$ cat src/hw/rtl/mbe_pkg.sv
// Shared types, constants and codes for the Mandelbrot escape pixel unit.
package mbe_pkg;

  localparam int FRAC_BITS = 28;
  localparam int WORD_W    = 32;
  localparam int COUNT_W   = 17;
  localparam int MAXIT_W   = 16;
  localparam int LIMIT_W   = 31;
  localparam int PX_W      = 10;
  localparam int PY_W      = 9;
  localparam int COLOUR_W  = 3;
  localparam int CFG_IDX_W = 2;
  localparam int IN_DATA_W  = 88;
  localparam int OUT_DATA_W = 48;

  typedef logic [WORD_W-1:0]    word_t;
  typedef logic [COUNT_W-1:0]   count_t;
  typedef logic [MAXIT_W-1:0]   maxit_t;
  typedef logic [LIMIT_W-1:0]   limit_t;
  typedef logic [PX_W-1:0]      px_t;
  typedef logic [PY_W-1:0]      py_t;
  typedef logic [COLOUR_W-1:0]  colour_t;
  typedef logic [CFG_IDX_W-1:0] cfg_idx_t;

  localparam cfg_idx_t CFG_MAX_ITER  = 2'd0;
  localparam cfg_idx_t CFG_ESC_LIMIT = 2'd1;

  localparam maxit_t MAX_ITER_RST  = 16'd1000;
  localparam limit_t ESC_LIMIT_RST = 31'h4000_0000;

  localparam colour_t COL_BLACK   = 3'd0;
  localparam colour_t COL_RED     = 3'd1;
  localparam colour_t COL_YELLOW  = 3'd3;
  localparam colour_t COL_BLUE    = 3'd4;
  localparam colour_t COL_MAGENTA = 3'd5;
  localparam colour_t COL_CYAN    = 3'd6;
  localparam colour_t COL_WHITE   = 3'd7;

  typedef struct packed {
    colour_t    colour;
    logic       send_flag;
    logic [7:0] byte0;
    logic [7:0] byte1;
    logic [5:0] byte2;
  } pack_t;

endpackage

$ cat src/hw/rtl/mbe_mul.sv
// Shared fixed-point multiplier with a registered, scaled and truncated product.
module mbe_mul (
  input  logic          clk,
  input  mbe_pkg::word_t op_a,
  input  mbe_pkg::word_t op_b,
  output mbe_pkg::word_t prod
);
  import mbe_pkg::*;

  logic signed [2*WORD_W-1:0] full_prod;
  word_t                      prod_r;

  assign full_prod = $signed(op_a) * $signed(op_b);

  always_ff @(posedge clk) begin
    prod_r <= full_prod[FRAC_BITS+WORD_W-1:FRAC_BITS];
  end

  assign prod = prod_r;

endmodule

$ cat src/hw/rtl/mbe_pack.sv
// Colour mapping of the escape count and packing of colour, x and y into bytes.
module mbe_pack (
  input  mbe_pkg::count_t iter_count,
  input  mbe_pkg::maxit_t max_iter,
  input  mbe_pkg::px_t    pixel_x,
  input  mbe_pkg::py_t    pixel_y,
  output mbe_pkg::pack_t  pack
);
  import mbe_pkg::*;

  count_t  mx;
  colour_t colour;

  assign mx = {1'b0, max_iter};

  always_comb begin
    if (iter_count >= mx) begin
      colour = COL_BLACK;
    end else if (iter_count >= (mx >> 1)) begin
      colour = COL_WHITE;
    end else if (iter_count >= (mx >> 2)) begin
      colour = COL_CYAN;
    end else if (iter_count >= (mx >> 3)) begin
      colour = COL_BLUE;
    end else if (iter_count >= (mx >> 4)) begin
      colour = COL_RED;
    end else if (iter_count >= (mx >> 5)) begin
      colour = COL_YELLOW;
    end else if (iter_count >= (mx >> 6)) begin
      colour = COL_MAGENTA;
    end else begin
      colour = COL_RED;
    end
  end

  assign pack.colour    = colour;
  assign pack.send_flag = (colour != COL_BLACK);
  assign pack.byte0     = {pixel_x[4:0], colour};
  assign pack.byte1     = {pixel_y[2:0], pixel_x[9:5]};
  assign pack.byte2     = pixel_y[8:3];

endmodule

$ cat src/hw/rtl/mandelbrot_escape_pixel_unit.sv
// Top level: escape-time sequencer around one shared multiplier, with config and output regs.
//
// Channel  Direction  Handshake              Payload
// in_      slave      in_tvalid/in_tready    c_real, c_imag, pixel_x, pixel_y
// out_     master     out_tvalid/out_tready  iter_count, colour, packet bytes; send flag
// cfg_     slave      cfg_valid/cfg_ready    register index, write data
//
// Each iteration steps through ST_LOOP, ST_XY, ST_RR, ST_II and ST_SQ, because the one
// multiplier forms z_re*z_im, z_re^2 and z_im^2 in turn.
// The synchronous reset restores the iteration limit of 1000 and escape limit of 4.0.
// A new pixel is taken once the previous result sits in the output register;
// a stalled output holds the sequencer only at its final step.
module mandelbrot_escape_pixel_unit (
  input  logic                                clk,
  input  logic                                rst_n,
  input  logic                                in_tvalid,
  output logic                                in_tready,
  // c_real[31:0], c_imag[63:32], pixel_x[73:64], pixel_y[82:74], zero fill
  input  logic [mbe_pkg::IN_DATA_W-1:0]       in_tdata,
  output logic                                out_tvalid,
  input  logic                                out_tready,
  // iter_count[16:0], colour[19:17], packet_byte0[27:20],
  // packet_byte1[35:28], packet_byte2[41:36], zero fill
  output logic [mbe_pkg::OUT_DATA_W-1:0]      out_tdata,
  // send_flag[0]
  output logic                                out_tuser,
  input  logic                                cfg_valid,
  output logic                                cfg_ready,
  input  mbe_pkg::cfg_idx_t                   cfg_index,
  input  mbe_pkg::limit_t                     cfg_data
);
  import mbe_pkg::*;

  typedef enum logic [6:0] {
    ST_IDLE = 7'b0000001,
    ST_LOOP = 7'b0000010,
    ST_XY   = 7'b0000100,
    ST_RR   = 7'b0001000,
    ST_II   = 7'b0010000,
    ST_SQ   = 7'b0100000,
    ST_FIN  = 7'b1000000
  } state_t;

  state_t state_r, state_nxt;
  maxit_t max_iter_r;
  limit_t esc_limit_r;
  word_t  c_re_r, c_re_nxt, c_im_r, c_im_nxt;
  px_t    px_r, px_nxt;
  py_t    py_r, py_nxt;
  word_t  zre_r, zre_nxt, zim_r, zim_nxt;
  word_t  zre2_r, zre2_nxt, zim2_r, zim2_nxt;
  count_t count_r, count_nxt;
  logic   out_valid_r, out_valid_nxt;
  logic [OUT_DATA_W-1:0] out_data_r, out_data_nxt;
  logic   out_user_r, out_user_nxt;

  word_t  mul_a, mul_b, mul_p;
  word_t  mag_sum;
  logic   escaped;
  logic   out_load;
  pack_t  pack;

  mbe_mul u_mul (
    .clk  (clk),
    .op_a (mul_a),
    .op_b (mul_b),
    .prod (mul_p)
  );

  mbe_pack u_pack (
    .iter_count (count_r),
    .max_iter   (max_iter_r),
    .pixel_x    (px_r),
    .pixel_y    (py_r),
    .pack       (pack)
  );

  assign cfg_ready = 1'b1;

  always_ff @(posedge clk) begin
    if (!rst_n) begin
      max_iter_r  <= MAX_ITER_RST;
      esc_limit_r <= ESC_LIMIT_RST;
    end else if (cfg_valid && cfg_ready) begin
      case (cfg_index)
        CFG_MAX_ITER:  max_iter_r  <= cfg_data[MAXIT_W-1:0];
        CFG_ESC_LIMIT: esc_limit_r <= cfg_data;
        default: ;
      endcase
    end
  end

  assign mul_a = (state_r == ST_II) ? zim_r : zre_r;
  assign mul_b = (state_r == ST_RR) ? zre_r : zim_r;

  assign mag_sum  = zre2_r + mul_p;
  assign escaped  = ($signed(mag_sum) >= $signed({1'b0, esc_limit_r}));
  assign out_load = (state_r == ST_FIN) && (!out_valid_r || out_tready);

  assign in_tready = (state_r == ST_IDLE);

  always_comb begin
    state_nxt     = state_r;
    c_re_nxt      = c_re_r;
    c_im_nxt      = c_im_r;
    px_nxt        = px_r;
    py_nxt        = py_r;
    zre_nxt       = zre_r;
    zim_nxt       = zim_r;
    zre2_nxt      = zre2_r;
    zim2_nxt      = zim2_r;
    count_nxt     = count_r;
    out_data_nxt  = out_data_r;
    out_user_nxt  = out_user_r;
    out_valid_nxt = out_valid_r && !out_tready;
    case (state_r)
      ST_IDLE: begin
        if (in_tvalid) begin
          c_re_nxt  = in_tdata[31:0];
          c_im_nxt  = in_tdata[63:32];
          px_nxt    = in_tdata[73:64];
          py_nxt    = in_tdata[82:74];
          zre_nxt   = '0;
          zim_nxt   = '0;
          zre2_nxt  = '0;
          zim2_nxt  = '0;
          count_nxt = '0;
          state_nxt = ST_LOOP;
        end
      end
      ST_LOOP: begin
        if (count_r < {1'b0, max_iter_r}) begin
          count_nxt = count_r + 1'b1;
          state_nxt = ST_XY;
        end else begin
          count_nxt = {1'b0, max_iter_r} + 1'b1;
          state_nxt = ST_FIN;
        end
      end
      ST_XY: begin
        zim_nxt   = {mul_p[WORD_W-2:0], 1'b0} + c_im_r;
        zre_nxt   = zre2_r - zim2_r + c_re_r;
        state_nxt = ST_RR;
      end
      ST_RR: begin
        state_nxt = ST_II;
      end
      ST_II: begin
        zre2_nxt  = mul_p;
        state_nxt = ST_SQ;
      end
      ST_SQ: begin
        zim2_nxt  = mul_p;
        state_nxt = escaped ? ST_FIN : ST_LOOP;
      end
      ST_FIN: begin
        if (out_load) begin
          out_data_nxt  = {6'd0, pack.byte2, pack.byte1, pack.byte0, pack.colour, count_r};
          out_user_nxt  = pack.send_flag;
          out_valid_nxt = 1'b1;
          state_nxt     = ST_IDLE;
        end
      end
      default: begin
        state_nxt = ST_IDLE;
      end
    endcase
  end

  always_ff @(posedge clk) begin
    if (!rst_n) begin
      state_r     <= ST_IDLE;
      out_valid_r <= 1'b0;
      count_r     <= '0;
    end else begin
      state_r     <= state_nxt;
      out_valid_r <= out_valid_nxt;
      count_r     <= count_nxt;
    end
  end

  always_ff @(posedge clk) begin
    c_re_r     <= c_re_nxt;
    c_im_r     <= c_im_nxt;
    px_r       <= px_nxt;
    py_r       <= py_nxt;
    zre_r      <= zre_nxt;
    zim_r      <= zim_nxt;
    zre2_r     <= zre2_nxt;
    zim2_r     <= zim2_nxt;
    out_data_r <= out_data_nxt;
    out_user_r <= out_user_nxt;
  end

  assign out_tvalid = out_valid_r;
  assign out_tdata  = out_data_r;
  assign out_tuser  = out_user_r;

  a_count_bound: assert property (@(posedge clk) disable iff (!rst_n)
    (state_r != ST_IDLE) |-> (count_r <= ({1'b0, max_iter_r} + 1'b1)))
    else $error("iteration count exceeds limit plus one");

  a_send_matches_colour: assert property (@(posedge clk) disable iff (!rst_n)
    out_tvalid |-> (out_tuser == (out_tdata[19:17] != COL_BLACK)))
    else $error("send flag disagrees with colour");

  a_accept_starts_loop: assert property (@(posedge clk) disable iff (!rst_n)
    (in_tvalid && in_tready) |=> (state_r == ST_LOOP && count_r == '0))
    else $error("accepted pixel did not start the loop");

  a_escape_finishes: assert property (@(posedge clk) disable iff (!rst_n)
    (state_r == ST_SQ && escaped) |=> (state_r == ST_FIN))
    else $error("escape did not end the loop");

  a_result_from_fin: assert property (@(posedge clk) disable iff (!rst_n)
    $rose(out_tvalid) |-> $past(state_r == ST_FIN))
    else $error("result appeared outside the final step");

endmodule
$ cat config.mk
export PLATFORM = sky130hd
export DESIGN_NAME = mandelbrot_escape_pixel_unit
export DESIGN_NICKNAME = d
export VERILOG_FILES = /design/src/hw/rtl/mbe_pkg.sv /design/src/hw/rtl/mbe_mul.sv /design/src/hw/rtl/mbe_pack.sv /design/src/hw/rtl/mandelbrot_escape_pixel_unit.sv
export SDC_FILE = /design/constraint.sdc
export NUM_CORES = 2
export LEC_CHECK = 0
export BUFFER_PORTS_ARGS = -buffer_cell sky130_fd_sc_hd__buf_4
export CAP_MARGIN = 5
export CELL_PAD_IN_SITES_DETAIL_PLACEMENT = 2
export CELL_PAD_IN_SITES_GLOBAL_PLACEMENT = 2
export CORE_UTILIZATION = 46
export DETAILED_ROUTE_END_ITERATION = 10
export GPL_TIMING_DRIVEN = 0
export PLACE_DENSITY = 0.93
export SLEW_MARGIN = 20
export SYNTH_ARGS = -nofsm -noshare
export SYNTH_HDL_FRONTEND = slang
export SYNTH_HIERARCHICAL = 1
export SYNTH_SLANG_ARGS = --single-unit
$ cat constraint.sdc
create_clock -name clk -period 15.42 [get_ports clk]
set_clock_uncertainty 0.05 [all_clocks]
set_input_delay 2.313 -clock clk [delete_from_list [all_inputs] [get_ports clk]]
set_output_delay 2.313 -clock clk [all_outputs]
set_load 0.03 [all_outputs]
Word level (Yosys, flattened, before mapping) --
Index checks and enable logic that the tools add are counted.
Operators by class: equality and inequality tests 10, shift operators 0, reduce and logical (&&, ||, !) cells 20, $add $sub $neg 6, multipliers 1, divide/modulo/power cells 0, $lt $le $gt $ge 9, multiplexer cells 24, bitwise gates (word level) 0
Operators with widths (count):
- case mux 32 bit (2 select lines) | 4
- adder 32 bit | 3
- 2-to-1 mux 32 bit | 3
- multiplier 32 x 32 -> 60 bit | 1
- case mux 7 bit (7 select lines) | 1
- 2-to-1 mux 17 bit | 2
- case mux 17 bit (2 select lines) | 1
- greater-or-equal comparator 32 bit | 1
- subtractor 32 bit | 1
- 2-to-1 mux 7 bit | 4
- 2-to-1 mux 3 bit | 7
- AND reduction 2 bit | 9
- adder 16 x 1 -> 17 bit (second input constant) | 1
- adder 17 x 1 -> 17 bit (second input constant) | 1
- greater-or-equal comparator 17 x 10 -> 1 bit | 1
- greater-or-equal comparator 17 x 11 -> 1 bit | 1
- greater-or-equal comparator 17 x 12 -> 1 bit | 1
- greater-or-equal comparator 17 x 13 -> 1 bit | 1
- greater-or-equal comparator 17 x 14 -> 1 bit | 1
- greater-or-equal comparator 17 x 15 -> 1 bit | 1
- greater-or-equal comparator 17 x 16 -> 1 bit | 1
- less-than comparator 17 x 16 -> 1 bit | 1
- nonzero test 2 bit | 4
- equality test 7 x 1 -> 1 bit (second input constant) | 1
- other kinds (14) | 18
Word-level totals: memories kept 0, memory bits (read-only) 0, bits in writable memories 0, output and inout port bits 52, register bits after elaboration 358, bits of input ports 126, latch bits 0

Logic depth before layout (Yosys ltp) --
word-level depth 9, mapped depth 35, depth with buffers taken out 32

By module --
Netlist, hierarchy kept.
By module, submodules not included:
- mbe_mul | sequential area each 640.6 sq um, cells each 3685, instances 1, area each 34879.7 sq um
- mandelbrot_escape_pixel_unit | sequential area each 9068.7 sq um, cells each 1856, instances 1, area each 18977.0 sq um
- mbe_pack | sequential area each 0.0 sq um, cells each 272, instances 1, area each 2232.1 sq um

Least setup slack after synthesis --
Ideal clock, no wire load.
kind reg2reg, start point reg state_r[0], end point reg u_mul.prod_r[28], in the netlist u_mul/prod[28], setup slack 6.014 ns, cell stages (with the launch flop) 32, path buffers 3, clock period less this slack 9.406 ns, arrival 9.240 ns, data required time 15.254 ns, path through dfxtp_1 > or3_1 > or3_1 > nor3b_1 > clkbuf_1 > nand2_1 > nand2_1 > clkbuf_1 > clkbuf_1 > nand2_1 > inv_1 > fa_1 > fa_1 > fa_1 > inv_1 > fa_1 > inv_1 > fa_1 > fa_1 > inv_1 > fa_1 > inv_1 > fa_1 > ha_1 > a21o_1 > a21o_1 > a21o_1 > a21oi_1 > o21bai_1 > a31o_2 > a2111o_1 > and4_1
Between the ends: cells in the longest elaborated chain, start to end 3, elaborated cells on any way between the ends 5, classes of those cells mul (1); eq/ne (2); mux (2)
RTL lines:
- from (decl) | RTL line mandelbrot_escape_pixel_unit.sv:44 | state_t state_r, state_nxt;
- from (signal assigned) | RTL line mandelbrot_escape_pixel_unit.sv:176 | state_r <= state_nxt;
- equality test 7 x 5 -> 1 bit | RTL line mandelbrot_escape_pixel_unit.sv:93 | assign mul_a = (state_r == ST_II) ? zim_r : zre_r;
- 2-to-1 mux 32 bit | RTL line mandelbrot_escape_pixel_unit.sv:93
- named net mul_a[31] | RTL line mandelbrot_escape_pixel_unit.sv:57 | word_t mul_a, mul_b, mul_p;
- multiplier 32 x 32 -> 60 bit | RTL line mbe_mul.sv:13 | assign full_prod = $signed(op_a) * $signed(op_b);
- named net u_mul.full_prod[56] | RTL line mbe_mul.sv:10 | logic signed [2*WORD_W-1:0] full_prod;
- to (signal assigned) | RTL line mbe_mul.sv:16 | prod_r <= full_prod[FRAC_BITS+WORD_W-1:FRAC_BITS];
- to (decl) | RTL line mbe_mul.sv:11 | word_t prod_r;
The timed path passes the listed nets, and every way through them passes these cells. A chain may end at the register's enable or synchronous reset.

Final worst setup path --
start point reg state_r[0], end point reg u_mul.prod_r[29], in the netlist u_mul/prod[29]
Same word-level chain as after synthesis.

==> results.py <==
metrics = {
    "run_status": {
        "run_status": "complete, but fails checks",
        "violations": "capacitance limit, slew limit",
    },
    "sta": {
        "rsz0062_at_grt": "false",
        "relSlewSlack": -0.0590,
        "worstMarginPinSlew_ns": 1.59,
        "fmaxAchievable_mhz": 70.2,
        "timing.final.hold_violations": 0,
        "finalSetupTns_ns": 0,
        "period_share": 0.924,
        "maxSlewViolCount": 24,
        "fin_crit_ns": 14.25,
        "setup-violations-final": 0,
    },
    "setup_path": {
        "startpoint_type": "register",
        "crit_type": "register to register",
        "crit_required_ns": 15.86,
        "reg2reg_depth": 30,
        "crit_top_cell": "fa_1",
        "slowest_stage": "fa_1",
        "ff2ff_setup_slack_ns": 1.17,
        "worstSetupEndpointType": "register",
        "cp_data_arrival_time_ns": 14.69,
        "reg2reg_to": "u_mul/prod[29]",
        "r2r-start": "state_r[0]",
        "cp_slowest_stage_delay_ns": 1.12,
        "cp_max_fo": 10,
    },
    "synthesis": {
        "synth.top_cell.area_share": 0.382,
        "yosysSeqAreaShare": 0.173,
        "ys_warn_count": 6,
        "netlist_instances": 5813,
        "synthArstFlopShare": 0,
        "synth_edf_count": 254,
        "syn_avg_cell_area_sq_um": 9.65,
        "synthTopCellsByArea": "fa_1 (38%), edfxtp_1 (14%), ha_1 (9.1%)",
        "syn_area_sq_um": 56100,
        "yosysTopAreaCell": "fa_1",
        "dominantRegCellSynth": "edfxtp_1",
        "ys_ff_latch": 358,
        "synthDistinctLibCells": 94,
    },
    "clocking": {
        "cts_setup_buffers": 0,
        "holdBufCountCts": 0,
        "cts_tree": "done",
        "htreeDepth": 2,
        "worst_skew_pair.late_latency_ns": 0.61,
        "clockBufferDepth": 3,
        "clkTransAtPathRegs_ns": 0.07,
        "clockRootBuffer": "clkbuf_16",
        "cts_sinks": 358,
        "cts_resized": 0,
        "numCtsBuffers": 39,
    },
    "final_layout": {
        "finalNetCount": 7634,
        "drive_above_1_share": 0.0673,
        "multi_input_area_sq_um": 41000,
        "regArea_sq_um": 9710,
        "syn_to_final_growth_pct": 8.99,
        "n_fill_cell": 12601,
    },
    "route": {
        "wl_per_cell_um": 42.9,
        "final_antenna_net_count": 0,
        "finalWirelength_um": 332000,
        "vias": 53578,
        "vias_per_cell": 6.92,
        "first_pass_iters": 7,
        "drc_errors": 0,
        "first_iter_violations": 6454,
    },
    "hold_path": {
        "hold_path.class": "register to register",
        "worstHoldStart": "esc_limit_r[18]",
        "whs_path_depth": 2,
        "hold_path_end": "esc_limit_r[18]",
    },
    "placed_design": {
        "portBuffers": 165,
        "dpl.hpwl_um": 226000,
        "gp_congestion": 1.04,
    },
    "floorplan": {
        "die_w_um": 351,
        "pin_count": 178,
        "dieArea_sq_um": 123000,
        "start_util": 0.466,
        "die_h_um": 351,
        "num_rows": 127,
        "design.core.area_sq_um": 120000,
    },
    "job": {
        "drv_cap": 2,
    },
    "global_routing": {
        "grt_pass1_wl_um": 454000,
        "grt_pass1_vias": 60952,
        "antenna_found_initial": 60,
        "grt_max_degree": 57,
        "overflow": 0,
        "track_usage": 0.530,
    },
}
## worst max-delay path: cells and delay by family, from the launching register on
family | cells | cell delay [ns]
DFF | 1 | 0.34
and+or+nand+nor | 8 | 2.68
xor gates and xnor gates | 1 | 0.18
buffers and inverters | 9 | 3.85
adders and majority gates | 9 | 5.72
AOI/OAI and AO/OA | 3 | 1.25
## logic make-up (layout without fill, tap and decap cells)
| logic type | after synthesis | after routing | synth area share |
|---|---|---|---|
| other | 2 | 73 | 0.000134 |
| multiplexers | 39 | 39 | 0.00774 |
| XOR/XNOR | 148 | 148 | 0.0234 |
| adder cells (fa/ha/maj) | 1475 | 1475 | 0.472 |
| AND/OR/NAND/NOR | 1789 | 1789 | 0.157 |
| flip-flops | 358 | 358 | 0.173 |
| buffers and inverters | 1417 | 1663 | 0.0968 |
| AO/OA/AOI/OAI | 585 | 585 | 0.0697 |
## final cells by class
type / count / area share
antenna: 66 / 0.00270
buffer: 275 / 0.0198
clock buffer: 50 / 0.0180
clock inverter: 22 / 0.00385
inverter: 1142 / 0.0702
multi-input combinational: 4043 / 0.671
sequential: 358 / 0.159
tap: 1612 / 0.0330
timing repair buffer: 174 / 0.0229
## worst max path at each step
stage | start | endpoint | slack (ns) | cells after the start
2_1_floorplan | state_r[0] | u_mul/prod[28] | 6.01 | 31
6_report | state_r[0] | u_mul/prod[29] | 1.17 | 30
3_5_place_dp | state_r[0] | u_mul/prod[26] | 2.55 | 30
5_1_grt | state_r[0] | u_mul/prod[30] | 1.55 | 30
4_1_cts | state_r[0] | u_mul/prod[29] | 1.92 | 30
3_3_place_gp | state_r[0] | u_mul/prod[26] | 1.83 | 29
## cells in the mapped netlist, drive strengths merged (7+ instances only)
master   count
inv       1142
fa        1069
nand2      798
and2       555
ha         406
edfxtp     254
clkbuf     244
a21oi      197
nor2       142
dfxtp      104
o21ai      101
xnor2       98
a21o        81
nand3       56
xor2        49
nor2b       44
nor3        38
mux2        35
nand4       34
buf         31
a211oi      28
and3        25
nand2b      25
o21a        24
o211ai      21
a31oi       19
nor4        15
nor3b       13
o21bai      13
a2111oi      9
a21boi       8
o31ai        8
or2          8
o2111ai      7
o2bb2ai      7
## state kept, by name, summed over array words and instances, names as in the netlist
signal / cells
out_tdata: 42
c_im_r: 32
c_re_r: 32
u_mul/prod: 32
zim2_r: 32
zim_r: 32
zre2_r: 32
zre_r: 32
esc_limit_r: 31
count_r: 17
max_iter_r: 16
px_r: 10
py_r: 9
state_r: 7
out_tuser: 1
out_tvalid: 1
## stage by stage
| stage | cell area [sq um] | cells | hold WS [ns] | util | setup WS (ns) |
|---|---|---|---|---|---|
| 6_report | 61100 | 7742 | 0.425 | 0.508 | 1.17 |
| 5_1_grt | 61000 | 7696 | 0.455 | 0.507 | 1.55 |
| 4_1_cts | 60900 | 7676 | 0.425 | 0.506 | 1.92 |
| 3_5_place_dp | 59600 | 7604 | 0.413 | 0.495 | 2.55 |
| 3_3_place_gp | 59400 | 7595 | 0.395 | 0.493 | 1.83 |
| 2_1_floorplan | 56100 | 5818 | 0.386 | - | 6.01 |
## cells in the final DEF, fill, tap and decap left out, drive strengths merged, types with 24 or more instances in the layout
master	n
xor2	49
o21a	24
a21o	81
ha	406
edfxtp	254
and2	555
nand2	798
diode	66
o21ai	101
fa	1069
mux2	35
nand4	34
dfxtp	104
clkbuf	294
nor2	142
nand2b	25
buf	205
nor3	38
inv	1144
xnor2	98
a21oi	197
nor2b	44
a211oi	28
and3	25
nand3	56
## layer usage
| layer | vias up | GRT usage | part of all wire |
|---|---|---|---|
| met5 | - | 0.00196 | 0.0033 |
| met4 | 58 | 0.565 | 0.13 |
| met3 | 2897 | 0.233 | 0.13 |
| met2 | 5590 | 0.806 | 0.44 |
| met1 | 26568 | 0.519 | 0.30 |
| li1 | 18465 | - | - |
Power is left out: the tool's default activity adds up to more than one toggle a clock period on the data nets, which glitch-free logic cannot reach.
